File: config.mk
export PLATFORM = sky130hd
export DESIGN_NAME = fbpa_ram
export DESIGN_NICKNAME = d
export VERILOG_FILES = /design/src/sv/fbpa_ram.sv
export SDC_FILE = /design/constraint.sdc
export NUM_CORES = 1
export LEC_CHECK = 0
export BUFFER_PORTS_ARGS = -buffer_cell sky130_fd_sc_hd__buf_2
export CELL_PAD_IN_SITES_DETAIL_PLACEMENT = 1
export CELL_PAD_IN_SITES_GLOBAL_PLACEMENT = 1
export CORE_UTILIZATION = 57
export CTS_CLUSTER_DIAMETER = 200
export DETAILED_ROUTE_END_ITERATION = 10
export PLACE_DENSITY = 0.94
export SYNTH_ARGS = -nofsm -noshare
export SYNTH_HDL_FRONTEND = slang
export SYNTH_SLANG_ARGS = --single-unit
File: constraint.sdc
create_clock -name i_clk -period 3.9 [get_ports i_clk]
set_input_delay 0 -clock i_clk [delete_from_list [all_inputs] [get_ports i_clk]]
set_output_delay 0 -clock i_clk [all_outputs]
set_load 0.03 [all_outputs]
File: src/sv/fbpa_ram.sv
// ----------------------------------------------------------------------------
// fbpa_ram
// Generic single-write, single-read synchronous RAM with registered read.
// ----------------------------------------------------------------------------
module fbpa_ram #(
    parameter int WIDTH = 8,
    parameter int DEPTH = 16
) (
    input  logic                     i_clk,
    input  logic                     i_we,
    input  logic [$clog2(DEPTH)-1:0] i_waddr,
    input  logic [WIDTH-1:0]         i_wdata,
    input  logic                     i_re,
    input  logic [$clog2(DEPTH)-1:0] i_raddr,
    output logic [WIDTH-1:0]         o_rdata
);

    logic [WIDTH-1:0] r_mem [DEPTH];

    always_ff @(posedge i_clk) begin
        if (i_we) begin
            r_mem[i_waddr] <= i_wdata;
        end
        if (i_re) begin
            o_rdata <= r_mem[i_raddr];
        end
    end

endmodule

==> metrics.md <==
| Metric | Value |
|---|---|
| Status | `finished, violations left` |
| Violated checks | `DRC` |
| Reg-to-reg startpoint | `r_mem[9][4]` |
| PortBufs | `26` |
| Beginning of the critical path | `i_raddr[0]` |
| P_int | `2.490 mW` |
| DRT iter0 DRCs | `between 150 and 200` |
| Routed Antenna Nets | `0` |
| Worst vdd ir | `between 0.4 and 0.5 mV` |
| Sequential area share after synthesis | `approximately four fifths` |
| Die area | `~9600 um^2` |
| Setup Fix Bufs, Post-CTS | `0` |
| Gate power share | `between 5 and 6%` |
| Design area | `around 6000 um^2` |
| Final Instance Count excl. Fillers | `about 400` |
| Worst hold start | `i_waddr[0]` |
| Flop pwr share | `between 50% and 60%` |
| Via density | `~6.3` |
| DR pass1 iterations | `7` |
| # rows | `34` |
| Worst path cell trace | `buf_2, mux4_1, a22oi_1, nand2_1` |
| Worst Setup End Kind | `flip-flop` |
| Slew HR | `8.627%` |
| Synth Net Count | `roughly 250` |
| Core Area | `about 8800 um^2` |
| Fin Clk Skew | `around 0.0067 ns` |
| Pwr dens | `532.8 nW/um^2` |
| RSZ-0062 raised after global routing | `no` |
| Worst-path maximum fanout | `32` |
| Leak Pwr | `about 2.0 nW` |
| Total negative slack | `0 ns` |
| DR WL/cell | `approximately 28 um` |
| Die span in y | `between 90 and 100 um` |
| P_sw | `0.7266 mW` |
| Ant diodes | `0` |
| Fin crit period | `roughly 1.6 ns` |
| Vias | `around 2500` |
| Sw frac | `a little under a quarter` |
| Initial Util | `59.36%` |
| Initial antenna violation count | `0` |
| Final Max Slew Viols | `0` |
| Max-cap violations | `0` |
| Grt ovf | `0` |
| Slowest-stage cell, CP | `buf_2` |
| Total Routed Length | `approximately 11000 um` |
| Worst Tran Pin Value | `between 1 and 1.5 ns` |
| H-tree depth | `4` |
| Clock power share | `a little over two fifths` |
| GRT Total Usage | `26.05%` |
| Layout cells sized above 1 | `27.08%` |
| Largest net degree at the start of global routing | `33` |
| Nets@finish | `between 200 and 300` |
| Clk sinks | `about 140` |
| Syn avg cell area | `around 23 um^2` |
| Flop-to-flop setup slack | `between 2 and 2.5 ns` |
| Mapped Cells | `229` |
| CTS-repair resized insts | `0` |
| Post-placement cell area | `roughly 5400 um^2` |
| Cts bufs inserted | `17` |
| CTS tree | `yes` |
| Worst-path clk slew | `0.06 ns` |
| Share of the clock period used by the worst path | `41.64%` |
| Ys Warns | `0` |
| Hold Crit Class | `in -> reg` |
| Syn-to-layout area delta | `15.49%` |
| Residual DRC | `4` |
| CP delay by family, top | `buffers and inverters` |
| Final Wtd Congestion | `approximately 0.73` |
| CP Launch Type | `input port` |
| IO Pins | `27` |
| Root Driver | `clkbuf_8` |
| Setup violators final | `0` |
| Die width | `97.77 um` |
| WS Path Type | `in -> reg` |
| Clock latency on the worst-skew pair | `between 0.5 and 0.6 ns` |
| Max incr delay on CP | `0.76 ns` |
| Mapped Area | `between 5000 and 6000 um^2` |
| Critical Path AT | `approximately 1.9 ns` |
| CTS Buffer Depth | `2` |
| Dpl cells | `around 360` |
| Max Clock Freq | `just over 0.6 GHz` |
| Number of global-route vias before repair | `2765` |
| Final hold vios | `0` |
| Flops & latches, synth | `between 100 and 150` |
| CP bufs+invs | `1` |
| Unique cell type count in the Yosys netlist | `18` |
| Req. time, crit path | `between 4 and 5 ns` |
| Hpwl dp | `6809 um` |
| First-pass GRT wire length | `16830 um` |
routing by layer:
metal | share of wire, % | vias up | wire, um | GRT usage [%]
met3 | 6.0 | 4 | 671 | 7.373
met2 | 54 | 98 | 5997 | 42.99
li1 | - | 1084 | - | -
met4 | 0.58 | 0 | 65 | 8.392
met1 | 40 | 1308 | 4417 | 34.11
met5 | 0 | - | 0 | 0
area by class of cell:
type                    count  area, um^2
flip-flops and latches    136        4084
multi-input cells          83        1057
clock inverters            14       103.9
clock buffers              17       414.1
well taps                 108       135.1
repair buffers             38       242.7
fillers                   690        2769
cell usage in the layout, fill, tap and decap left out, types with 2 or more instances in the layout:
cell type and instances:
edfxtp_1 136, clkinvlp_4 5, mux4_1 14, a22oi_1 16
inv_6 3, nand2_1 9, buf_4 3, clkbuf_16 16
nand2b_1 2, nor2_1 13, dlygate4sd3_1 9, nor3_1 4
mux4_2 18, clkinv_4 3, clkinv_2 2, nand3b_1 2
buf_2 26
flip-flops by register name, indices dropped and copies added (netlist names):
signal,flops
o_rdata,8
r_mem,128
through the flow:
stage	util, %	power [mW]	worst slack (ns)	hold slack (ns)
floorplan	-	1.781	2.407	0.09887
global placement	61.65	1.833	1.815	0.3659
detailed placement	61.65	1.846	1.717	0.3902
CTS	68.56	3.237	2.265	0.03430
global route	68.56	3.296	2.174	0.04670
finish	68.56	3.216	2.276	0.06729
cell usage after synthesis, drive strengths merged:
cell	number	share of area, %
a22oi	16	2.3
and2	1	0.12
and2b	1	0.14
buf	7	1.1
clkdlybuf4s25	3	0.57
edfxtp	136	78
mux4	32	15
nand2	9	0.65
nand2b	2	0.24
nand3	1	0.096
nand3b	2	0.29
nor2	13	0.93
nor2b	1	0.12
nor3	4	0.38
or3b	1	0.17
repair_timing:
item	4_1_cts	5_1_grt
hold buffers	9	0
hold endpoints to repair	136	0
endpoints found under the setup margin	0	0
worst register-to-register path, stage by stage, from the launching register on:
cell,delay [ns]
edfxtp_1,0.38
mux4_1,0.52
a22oi_1,0.25
nand2_1,0.13
cells by family after synthesis:
logic type / share of synthesized area (%)
buf+inv: 1.651
compound gates: 2.298
flops: 78.12
mux: 14.79
simple gates: 3.136
final timing paths:
path,to,depth (start not counted)
worst min register to register,o_rdata[2],3
worst max-delay path,o_rdata[4],4
worst min-delay path,r_mem[8][5],3
worst max register to register,o_rdata[4],3
power by group through the flow:
stage                     logic (mW)  clock network [mW]  registers (mW)
after detailed placement       0.157                   0            1.69
after floorplan               0.0831                   0            1.70
after global routing           0.176                1.46            1.66
after CTS                      0.167                1.41            1.66
after global placement         0.148                   0            1.69
final                          0.165                1.39            1.66
(Power assumes the default switching activity.)
